===== src/rtl/core/c2u_pkg.sv =====
`timescale 1ns / 1ps
// ----------------------------------------------------------------------------
// c2u_pkg
// Shared types, constants and the CP-1252 upper-control table for the
// CP-1252 to UTF-8 transcoder.
// ----------------------------------------------------------------------------
package c2u_pkg;

	localparam logic [15:0] CP_TWO_BYTE_MIN   = 16'h0080;
	localparam logic [15:0] CP_THREE_BYTE_MIN = 16'h0800;
	localparam logic [7:0]  LEAD2             = 8'hC0;
	localparam logic [7:0]  LEAD3             = 8'hE0;
	localparam logic [7:0]  CONT              = 8'h80;
	localparam logic [7:0]  CTRL_LO           = 8'h80;
	localparam logic [7:0]  CTRL_HI           = 8'hA0;

	typedef logic [1:0] byte_idx_t;

	// One decoded character: its UTF-8 bytes in emit order and the index of
	// the final byte.
	typedef struct packed {
		logic [2:0][7:0] bytes;
		byte_idx_t       last_idx;
		logic            term;
	} cmd_t;

	function automatic logic [15:0] high_map(input logic [4:0] idx);
		logic [15:0] cp;
		unique case (idx)
			5'd0:  cp = 16'h20AC;
			5'd1:  cp = 16'h0081;
			5'd2:  cp = 16'h201A;
			5'd3:  cp = 16'h0192;
			5'd4:  cp = 16'h201E;
			5'd5:  cp = 16'h2026;
			5'd6:  cp = 16'h2020;
			5'd7:  cp = 16'h2021;
			5'd8:  cp = 16'h02C6;
			5'd9:  cp = 16'h2030;
			5'd10: cp = 16'h0160;
			5'd11: cp = 16'h2039;
			5'd12: cp = 16'h0152;
			5'd13: cp = 16'h008D;
			5'd14: cp = 16'h017D;
			5'd15: cp = 16'h008F;
			5'd16: cp = 16'h0090;
			5'd17: cp = 16'h2018;
			5'd18: cp = 16'h2019;
			5'd19: cp = 16'h201C;
			5'd20: cp = 16'h201D;
			5'd21: cp = 16'h2022;
			5'd22: cp = 16'h2013;
			5'd23: cp = 16'h2014;
			5'd24: cp = 16'h02DC;
			5'd25: cp = 16'h2122;
			5'd26: cp = 16'h0161;
			5'd27: cp = 16'h203A;
			5'd28: cp = 16'h0153;
			5'd29: cp = 16'h009D;
			5'd30: cp = 16'h017E;
			default: cp = 16'h0178;
		endcase
		return cp;
	endfunction

endpackage


===== src/rtl/core/cp1252_to_utf8_transcoder.sv =====
`timescale 1ns / 1ps
// ----------------------------------------------------------------------------
// cp1252_to_utf8_transcoder
// Converts a stream of CP-1252 source words into UTF-8 words.
//
//   Channel  Handshake            Payload
//   in       in_valid/in_ready    cp1252_byte, end_of_data
//   out      out_valid/out_ready  utf8_byte, last_of_char, string_end
//
// Each source word yields one, two or three output words, one per cycle from
// the output register while the queue holds words and out_ready does not
// stall it. The input side is classified in the cycle it is accepted and
// buffered in a QDEPTH-entry queue, whose head is then loaded into the output
// register. Reset empties the queue and the output register.
// ----------------------------------------------------------------------------
module cp1252_to_utf8_transcoder #(
	parameter int QDEPTH = 2
) (
	input  logic       clk,
	input  logic       arst_n,
	input  logic       in_valid,
	output logic       in_ready,
	input  logic [7:0] cp1252_byte,
	input  logic       end_of_data,
	output logic       out_valid,
	input  logic       out_ready,
	output logic [7:0] utf8_byte,
	output logic       last_of_char,
	output logic       string_end
);

	logic          push;
	logic          pop;
	logic          q_full;
	logic          q_not_empty;
	c2u_pkg::cmd_t push_cmd;
	c2u_pkg::cmd_t head;

	c2u_front u_front (
		.in_valid    (in_valid),
		.in_ready    (in_ready),
		.cp1252_byte (cp1252_byte),
		.end_of_data (end_of_data),
		.push        (push),
		.push_cmd    (push_cmd),
		.q_full      (q_full)
	);

	c2u_queue #(
		.DEPTH (QDEPTH)
	) u_queue (
		.clk       (clk),
		.arst_n    (arst_n),
		.push      (push),
		.push_cmd  (push_cmd),
		.pop       (pop),
		.full      (q_full),
		.not_empty (q_not_empty),
		.head      (head)
	);

	c2u_back u_back (
		.clk          (clk),
		.arst_n       (arst_n),
		.q_not_empty  (q_not_empty),
		.head         (head),
		.pop          (pop),
		.out_valid    (out_valid),
		.out_ready    (out_ready),
		.utf8_byte    (utf8_byte),
		.last_of_char (last_of_char),
		.string_end   (string_end)
	);

endmodule


===== src/rtl/core/c2u_front.sv =====
`timescale 1ns / 1ps
// ----------------------------------------------------------------------------
// c2u_front
// Classifies one source word: terminator, ASCII, table-mapped control range
// or Latin-1, and encodes the code point into up to three UTF-8 bytes.
// ----------------------------------------------------------------------------
module c2u_front (
	input  logic              in_valid,
	output logic              in_ready,
	input  logic [7:0]        cp1252_byte,
	input  logic              end_of_data,
	output logic              push,
	output c2u_pkg::cmd_t     push_cmd,
	input  logic              q_full
);

	logic [15:0] cp;

	assign in_ready = !q_full;
	assign push     = in_valid && !q_full;

	always_comb begin
		if (cp1252_byte >= c2u_pkg::CTRL_LO && cp1252_byte < c2u_pkg::CTRL_HI) begin
			cp = c2u_pkg::high_map(cp1252_byte[4:0]);
		end else begin
			cp = {8'h00, cp1252_byte};
		end
	end

	always_comb begin
		push_cmd = '0;
		if (end_of_data || cp1252_byte == 8'h00) begin
			push_cmd.term = 1'b1;
		end else if (cp < c2u_pkg::CP_TWO_BYTE_MIN) begin
			push_cmd.bytes[0] = cp[7:0];
		end else if (cp < c2u_pkg::CP_THREE_BYTE_MIN) begin
			push_cmd.bytes[0] = c2u_pkg::LEAD2 | {3'b000, cp[10:6]};
			push_cmd.bytes[1] = c2u_pkg::CONT | {2'b00, cp[5:0]};
			push_cmd.last_idx = 2'd1;
		end else begin
			push_cmd.bytes[0] = c2u_pkg::LEAD3 | {4'h0, cp[15:12]};
			push_cmd.bytes[1] = c2u_pkg::CONT | {2'b00, cp[11:6]};
			push_cmd.bytes[2] = c2u_pkg::CONT | {2'b00, cp[5:0]};
			push_cmd.last_idx = 2'd2;
		end
	end

endmodule


===== src/rtl/core/c2u_queue.sv =====
`timescale 1ns / 1ps
// ----------------------------------------------------------------------------
// c2u_queue
// Short register queue of decoded characters between the front and back.
// ----------------------------------------------------------------------------
module c2u_queue #(
	parameter int DEPTH = 2
) (
	input  logic          clk,
	input  logic          arst_n,
	input  logic          push,
	input  c2u_pkg::cmd_t push_cmd,
	input  logic          pop,
	output logic          full,
	output logic          not_empty,
	output c2u_pkg::cmd_t head
);

	localparam int PW = (DEPTH > 1) ? $clog2(DEPTH) : 1;
	localparam int CW = $clog2(DEPTH + 1);

	c2u_pkg::cmd_t mem_q [DEPTH];
	logic [PW-1:0] wr_ptr_q;
	logic [PW-1:0] rd_ptr_q;
	logic [CW-1:0] count_q;

	assign full      = (count_q == CW'(DEPTH));
	assign not_empty = (count_q != '0);
	assign head      = mem_q[rd_ptr_q];

	always_ff @(posedge clk) begin
		if (push) begin
			mem_q[wr_ptr_q] <= push_cmd;
		end
	end

	always_ff @(posedge clk or negedge arst_n) begin
		if (!arst_n) begin
			wr_ptr_q <= '0;
			rd_ptr_q <= '0;
			count_q  <= '0;
		end else begin
			if (push) begin
				wr_ptr_q <= (wr_ptr_q == PW'(DEPTH - 1)) ? '0 : wr_ptr_q + 1'b1;
			end
			if (pop) begin
				rd_ptr_q <= (rd_ptr_q == PW'(DEPTH - 1)) ? '0 : rd_ptr_q + 1'b1;
			end
			if (push && !pop) begin
				count_q <= count_q + 1'b1;
			end else if (pop && !push) begin
				count_q <= count_q - 1'b1;
			end
		end
	end

endmodule


===== src/rtl/core/c2u_back.sv =====
`timescale 1ns / 1ps
// ----------------------------------------------------------------------------
// c2u_back
// Emits the bytes of the queue head one per cycle into an output register,
// unless out_ready stalls it, and releases the entry with its final byte.
// ----------------------------------------------------------------------------
module c2u_back (
	input  logic              clk,
	input  logic              arst_n,
	input  logic              q_not_empty,
	input  c2u_pkg::cmd_t     head,
	output logic              pop,
	output logic              out_valid,
	input  logic              out_ready,
	output logic [7:0]        utf8_byte,
	output logic              last_of_char,
	output logic              string_end
);

	c2u_pkg::byte_idx_t idx_q;
	logic               valid_q;
	logic [7:0]         byte_q;
	logic               last_q;
	logic               end_q;
	logic               load;
	logic               is_last;
	logic [7:0]         sel_byte;

	assign load    = !valid_q || out_ready;
	assign is_last = (idx_q == head.last_idx);
	assign pop     = load && q_not_empty && is_last;

	always_comb begin
		case (idx_q)
			2'd0:    sel_byte = head.bytes[0];
			2'd1:    sel_byte = head.bytes[1];
			default: sel_byte = head.bytes[2];
		endcase
	end

	always_ff @(posedge clk or negedge arst_n) begin
		if (!arst_n) begin
			valid_q <= 1'b0;
			idx_q   <= '0;
		end else if (load) begin
			valid_q <= q_not_empty;
			if (q_not_empty) begin
				idx_q <= is_last ? '0 : idx_q + 1'b1;
			end
		end
	end

	always_ff @(posedge clk) begin
		if (load && q_not_empty) begin
			byte_q <= sel_byte;
			last_q <= is_last;
			end_q  <= head.term;
		end
	end

	assign out_valid    = valid_q;
	assign utf8_byte    = byte_q;
	assign last_of_char = last_q;
	assign string_end   = end_q;

endmodule


===== config.mk =====
export PLATFORM = sky130hd
export DESIGN_NAME = cp1252_to_utf8_transcoder
export DESIGN_NICKNAME = d
export VERILOG_FILES = /design/src/rtl/core/c2u_pkg.sv /design/src/rtl/core/cp1252_to_utf8_transcoder.sv /design/src/rtl/core/c2u_front.sv /design/src/rtl/core/c2u_queue.sv /design/src/rtl/core/c2u_back.sv
export SDC_FILE = /design/constraint.sdc
export NUM_CORES = 1
export LEC_CHECK = 0
export BUFFER_PORTS_ARGS = -buffer_cell sky130_fd_sc_hd__buf_2
export CELL_PAD_IN_SITES_DETAIL_PLACEMENT = 1
export CELL_PAD_IN_SITES_GLOBAL_PLACEMENT = 1
export CORE_ASPECT_RATIO = 1.4
export CORE_MARGIN = 2
export CORE_UTILIZATION = 36
export DETAILED_ROUTE_END_ITERATION = 8
export MAX_ROUTING_LAYER = met4
export PLACE_DENSITY_LB_ADDON = 0.1
export SLEW_MARGIN = 10
export SYNTH_ARGS = -nofsm -noshare
export SYNTH_HDL_FRONTEND = slang
export SYNTH_SLANG_ARGS = --single-unit

===== constraint.sdc =====
create_clock -name clk -period 2.6 [get_ports clk]
set_clock_uncertainty 0.05 [all_clocks]
set_input_delay 0.13 -clock clk [delete_from_list [all_inputs] [get_ports clk]]
set_output_delay 0.13 -clock clk [all_outputs]
set_load 0.01 [all_outputs]

==> flow_metrics.py, run 1 <==
metrics = {
    "status": {
        "status": "finished, final reports clean",
    },
    "worst_setup_path": {
        "path_cells": "mux2i_1 > xnor2_1 > nor2_1 > nand2_1 > ha_1 > nor2_1 > xor2_1",
        "critPathKind": "flip-flop to flip-flop",
        "cp.required_ns": 2.79,
        "critPathMaxFanout": 8,
        "r2r_end": "u_queue.count_q[1]",
        "cp-end-kind": "flip-flop",
        "start_kind": "flip-flop",
        "crit_start": "u_queue.rd_ptr_q",
        "slowest_delay_ns": 0.53,
        "reg2reg_depth": 7,
        "crit_family": "flip-flops",
        "crit_slowest_cell": "dfrtp_1",
        "rrSetupSlack_ns": 0.47,
        "crit_cells": 7,
        "critPathCapture": "u_queue.count_q[1]",
        "crit_top_cell": "nor2_1",
        "crit_buf_inv": 0,
        "r2r-start": "u_queue.rd_ptr_q",
        "arrival_ns": 2.32,
    },
    "final_layout": {
        "multi_input_area_um2": 1380,
        "final_util": 0.423,
        "nNetsFinal": 348,
        "finalNonFillerCells": 436,
        "fillers": 1045,
        "diodes": 0,
        "area_growth_pct": 15.7,
        "stdcell_area_um2": 3960,
        "layout-drive-gt1-share": 0.193,
        "ff_latch_area_um2": 1920,
    },
    "yosys": {
        "netlist.area_leader.share": 0.509,
        "ys_ff_latch": 65,
        "synthArstFlopShare": 0.108,
        "yosys_warnings": 0,
        "syn_nets": 313,
        "synthesis.area_um2": 3420,
        "synth_most_common_cell": "edfxtp_1",
        "yosysSeqAreaShare": 0.561,
        "synth.distinct_cells": 54,
        "synth_commonest_cells": "edfxtp_1 (58), nand2_1 (21), nor2_1 (19)",
        "synth_edf_count": 58,
        "dominantRegCellSynth": "edfxtp_1",
        "synth_top_cells_by_area": "edfxtp_1 (51%), dfrtp_1 (5.1%), ha_1 (4.4%)",
        "yosysTopAreaCell": "edfxtp_1",
        "synthCells": 288,
        "syn_avg_cell_area_um2": 11.9,
    },
    "global_routing": {
        "grt_remaining_overflow": 0,
        "globalRouteTotalUtil": 0.182,
        "antenna_found_initial": 0,
        "grt_pass1_wl_um": 13900,
        "grt_pass1_vias": 2640,
        "grt_max_degree": 26,
    },
    "cts": {
        "cts_post_setup_buffers_inserted": 0,
        "cts.path.max_buffers": 2,
        "cts_sinks": 65,
        "clock_tree.root_cell": "clkbuf_16",
        "clk_pin_slew_worst_paths_ns": 0.05,
        "cts_max_level": 3,
        "cts_tree": "yes",
        "clock_latency_ns": 0.32,
        "cts_buffers": 9,
    },
    "sta": {
        "hold_viol": 0,
        "max_slew_margin": 0.700,
        "drv_slew": 0,
        "grt_setup_unrepaired": "false",
        "min_period_ns": 2.13,
        "setup_viol": 0,
        "fin_ws_ns": 0.472,
        "tns_ns": 0,
        "max_slew.worst_pin.slew_ns": 0.450,
        "period_share": 0.818,
        "max_freq_ghz": 0.470,
    },
    "worst_hold_path": {
        "hold_class": "input port to flip-flop",
    },
    "routing": {
        "drc": 0,
        "drtIter0Drc": 78,
        "vias": 2445,
        "vias_per_cell": 5.61,
        "routed_wl_um": 8480,
        "antenna_left": 0,
        "dr.pass1.iters": 4,
        "routedWlPerCell_um": 19.4,
    },
    "die": {
        "rows": 42,
        "die_w_um": 86.4,
        "dieArea_um2": 10300,
        "die_y_um": 119,
        "coreArea_um2": 9350,
        "initial_core_util": 0.366,
        "io_pins": 25,
    },
    "pwr": {
        "pwr-share-seq": 0.428,
        "power.density_nw_per_um2": 991,
        "combPwrFrac": 0.317,
        "pwr-share-clk": 0.255,
        "p_leak_nw": 1.47,
        "p_sw_w": 0.00125,
        "peakVddDrop_v": 0.000306,
        "switching_share": 0.319,
        "p_int_w": 0.00267,
    },
    "place": {
        "port_buffers": 24,
        "dp_hpwl_um": 6430,
        "placed_area_um2": 3700,
        "dp_slack_ns": 0.198,
        "gp_congestion": 0.848,
        "placedCellCount": 421,
    },
    "flow_run": {
        "cap_viol_max_count": 0,
    },
}
-- cells by family (layout without fill, tap and decap cells) --
family,after synthesis,after routing,synth area share
AO/OA/AOI/OAI,85,85,0.190
AND/OR/NAND/NOR,83,83,0.119
flip-flops,65,65,0.561
buffers and inverters,26,64,0.0377
adder cells (fa/ha/maj),12,12,0.0439
multiplexers,10,10,0.0304
XOR/XNOR,7,7,0.0179
-- worst min-delay path by stage --
stage                          from               end  slack [ns]  cells after the start
after floorplan              arst_n   u_back.idx_q[0]       -0.22                      0
after global placement       arst_n   u_back.idx_q[0]       -0.07                      1
after detailed placement     arst_n   u_back.idx_q[0]       -0.07                      1
after CTS                 out_ready  u_back.out_valid        0.03                      3
after global routing      out_ready  u_back.out_valid        0.04                      3
final                     out_ready  u_back.out_valid        0.03                      3
-- worst reg2reg max path, stage by stage, from the launching register on --
cell	delay, ns
dfrtp_1	0.53
mux2i_1	0.39
xnor2_1	0.13
nor2_1	0.21
nand2_1	0.13
ha_1	0.33
nor2_1	0.14
xor2_1	0.15
-- repair_timing --
| item | 4_1_cts | 5_1_grt |
|---|---|---|
| resized for setup | 0 | 0 |
| hold endpoints to repair | 7 | 0 |
| hold buffers | 1 | 0 |
-- per-stage QoR --
| stage | hold slack, ns | power, W |
|---|---|---|
| 3_3_place_gp | -0.0686 | 0.00294 |
| 6_report | 0.0328 | 0.00392 |
| 5_1_grt | 0.0437 | 0.00417 |
| 2_1_floorplan | -0.216 | 0.00250 |
| 3_5_place_dp | -0.0694 | 0.00297 |
| 4_1_cts | 0.0304 | 0.00399 |
-- layout by cell type, fill, tap and decap left out, types with 8 or more instances in the layout --
master,synthesis,final
a21oi_1,8,8
a22oi_1,8,8
a31oi_1,11,11
buf_2,4,24
buf_4,1,15
clkbuf_16,0,9
edfxtp_1,58,58
ha_1,12,12
inv_1,8,8
nand2_1,21,21
nor2_1,19,18
nor3_1,10,10
-- metal layers --
metal / vias up / track usage / wire (um)
met4: 0 / 0.0771 / 200
met1: 1214 / 0.190 / 3240
met2: 40 / 0.334 / 4870
met3: 14 / 0.0270 / 166
met5: - / - / 0
li1: 1177 / - / -
-- power by group through the flow --
stage / Sequential (W) / Clock (W) / Combinational (W)
final: 0.00168 / 0.000998 / 0.00124
after global routing: 0.00171 / 0.00107 / 0.00139
after global placement: 0.00169 / 0 / 0.00126
after floorplan: 0.00170 / 0 / 0.000805
after detailed placement: 0.00170 / 0 / 0.00127
after CTS: 0.00168 / 0.00103 / 0.00128
-- registers in the layout (all words and copies together) (netlist names) --
name / count
u_back.idx_q: 2
u_back.last_of_char: 1
u_back.out_valid: 1
u_back.string_end: 1
u_back.utf8_byte: 8
u_queue.count_q: 2
u_queue.mem_q: 48
u_queue.rd_ptr_q: 1
u_queue.wr_ptr_q: 1
-- final cells by class --
type	count	share of cell area
Inverter	10	0.00949
Tap cell	110	0.0348
Timing Repair Buffer	40	0.0614
Clock inverter	2	0.00190
Clock buffer	12	0.0598
Multi-Input combinational cell	197	0.348
Sequential cell	65	0.485
Power figures use the tool's default switching activity.
==> run 2: changes to the inputs <==
==> constraint.sdc (replaced) <==
create_clock -name clk -period 2.09 [get_ports clk]
set_clock_uncertainty 0.05 [all_clocks]
set_input_delay 0.1045 -clock clk [delete_from_list [all_inputs] [get_ports clk]]
set_output_delay 0.1045 -clock clk [all_outputs]
set_load 0.01 [all_outputs]
==> run 2 against run 1 <==
Net effect:
- sequential power is 23% higher
- sequential cell count stayed put
- total power is 38% higher
- sequential share of layout area is 4.0 points lower
- maximum frequency is 13% higher
- register-to-register slack worse by 0.26 ns
- non-clock buffer count is 33 higher
- highest routed layer unchanged
==> flow_metrics.py, run 2 (synthesis results as in run 1) <==
metrics = {
    "global_routing": {
        "globalRouteTotalUtil": 0.186,
        "grt_pass1_vias": 2753,
        "grt_pass1_wl_um": 14000,
        "grt_max_degree": 25,
        "grt_remaining_overflow": 0,
        "antenna_found_initial": 0,
    },
    "die": {
        "rows": 42,
        "initial_core_util": 0.366,
        "dieArea_um2": 10300,
        "coreArea_um2": 9350,
        "io_pins": 25,
        "die_w_um": 86.4,
        "die_y_um": 119,
    },
    "cts": {
        "cts.path.max_buffers": 2,
        "cts_tree": "yes",
        "cts_sinks": 65,
        "clock_latency_ns": 0.33,
        "cts_buffers": 9,
        "cts_max_level": 3,
        "clk_pin_slew_worst_paths_ns": 0.05,
        "clock_tree.root_cell": "clkbuf_16",
    },
    "routing": {
        "routedWlPerCell_um": 18.4,
        "vias_per_cell": 5.42,
        "drtIter0Drc": 74,
        "dr.pass1.iters": 4,
        "drc": 0,
        "vias": 2552,
        "antenna_left": 0,
        "routed_wl_um": 8670,
    },
    "sta": {
        "drv_slew": 0,
        "min_period_ns": 1.88,
        "period_share": 0.897,
        "grt_setup_unrepaired": "false",
        "max_freq_ghz": 0.533,
        "setup_viol": 0,
        "hold_slack_ns": 0.0674,
        "hold_viol": 0,
        "fin_ws_ns": 0.215,
        "max_slew_margin": 0.701,
        "max_slew.worst_pin.slew_ns": 0.449,
    },
    "place": {
        "port_buffers": 24,
        "placed_area_um2": 3950,
        "dp_slack_ns": -0.0517,
        "dp_hpwl_um": 6650,
        "gp_congestion": 0.863,
    },
    "pwr": {
        "p_leak_nw": 1.69,
        "finalPower_w": 0.00540,
        "peakVddDrop_v": 0.000380,
        "power.density_nw_per_um2": 1250,
    },
    "flow_run": {
        "cap_viol_max_count": 0,
    },
    "final_layout": {
        "largest_register_ffs": 48,
        "stdcell_area_um2": 4310,
        "nNetsFinal": 381,
        "diodes": 0,
        "ff_latch_area_um2": 1920,
        "multi_input_area_um2": 1380,
        "final_util": 0.461,
        "fillers": 1020,
        "layout.cells.most_common": "edfxtp_1",
        "layout-drive-gt1-share": 0.283,
        "mostFrequentLayoutCells": "edfxtp_1 (58), buf_4 (46), buf_2 (24)",
        "area_growth_pct": 26.1,
        "regMostFlops": "u_queue.mem_q",
    },
    "worst_hold_path": {
        "hold_class": "input port to flip-flop",
    },
    "worst_setup_path": {
        "start_kind": "flip-flop",
        "arrival_ns": 2.08,
        "crit_slowest_cell": "dfrtp_1",
        "critPathKind": "flip-flop to flip-flop",
        "slowest_delay_ns": 0.44,
        "path_cells": "mux2i_2 > xnor2_1 > nor2_1 > nand2_1 > ha_1 > xor2_1 > nor2_1 > xor2_1",
        "cp.required_ns": 2.29,
        "cp-end-kind": "flip-flop",
        "critPathMaxFanout": 4,
    },
    "status": {
        "status": "finished, final reports clean",
    },
}
-- run 2: changes by cell type in the layout (fill, tap and decap cells not counted), sizes merged --
| cell | delta |
|---|---|
| buf | +32 |
| clkbuf | -3 |
| dlygate4sd3 | +1 |
| bufinv | +3 |
| clkinv | +2 |
-- run 2: final timing paths --
path / start / to / slack, ns / cells past startpoint
setup / recovery: u_queue.rd_ptr_q / u_queue.count_q[1] / 0.21 / 8
hold / removal: in_valid / u_queue.wr_ptr_q / 0.07 / 3
setup reg to reg: u_queue.rd_ptr_q / u_queue.count_q[1] / 0.21 / 8
hold reg to reg: u_back.out_valid / u_back.out_valid / 0.45 / 2
max in group asynchronous: arst_n / u_back.out_valid / 1.74 / 2
min in group asynchronous: arst_n / u_back.idx_q[1] / 0.09 / 2
-- run 2: final cells by class --
class	count	share of cell area
Sequential cell	65	0.445
Inverter	10	0.00871
Multi-Input combinational cell	197	0.320
Clock buffer	9	0.0522
Clock inverter	7	0.0252
Timing Repair Buffer	73	0.117
Tap cell	110	0.0319
-- run 2: where the power goes --
group / internal, W / switching [W] / leakage (nW)
sequential: 0.00192 / 0.000152 / 0.639
clock: 0.00115 / 0.000523 / 0.167
combinational: 0.000702 / 0.000949 / 0.880
-- run 2: what timing repair did --
item	in CTS	in global routing
setup buffers	0	1
setup endpoints to repair	0	1
hold buffers	2	0
resized for setup	0	1
endpoints found under the hold margin	8	0
-- run 2: layer usage --
layer / GRT usage / part of all wire / vias to the layer above / wire length [um]
met2: 0.326 / 0.55 / 50 / 4750
met3: 0.0381 / 0.020 / 29 / 175
met4: 0.122 / 0.053 / 0 / 460
met1: 0.180 / 0.38 / 1235 / 3280
li1: - / - / 1238 / -
met5: - / 0 / - / 0
-- run 2: critical path, delay by kind of cell, from the launching register on --
family / cells / cell delay, ns
AND/OR/NAND/NOR: 3 / 0.42
adder cells (fa/ha/maj): 1 / 0.20
multiplexers: 1 / 0.28
flip-flops: 1 / 0.44
XOR/XNOR: 3 / 0.42
-- run 2: per-stage QoR --
step / TNS [ns] / instances
global placement: 0 / 452
detailed placement: -0.265 / 452
finish: 0 / 471
floorplan: 0 / 288
global route: 0 / 471
CTS: 0 / 470
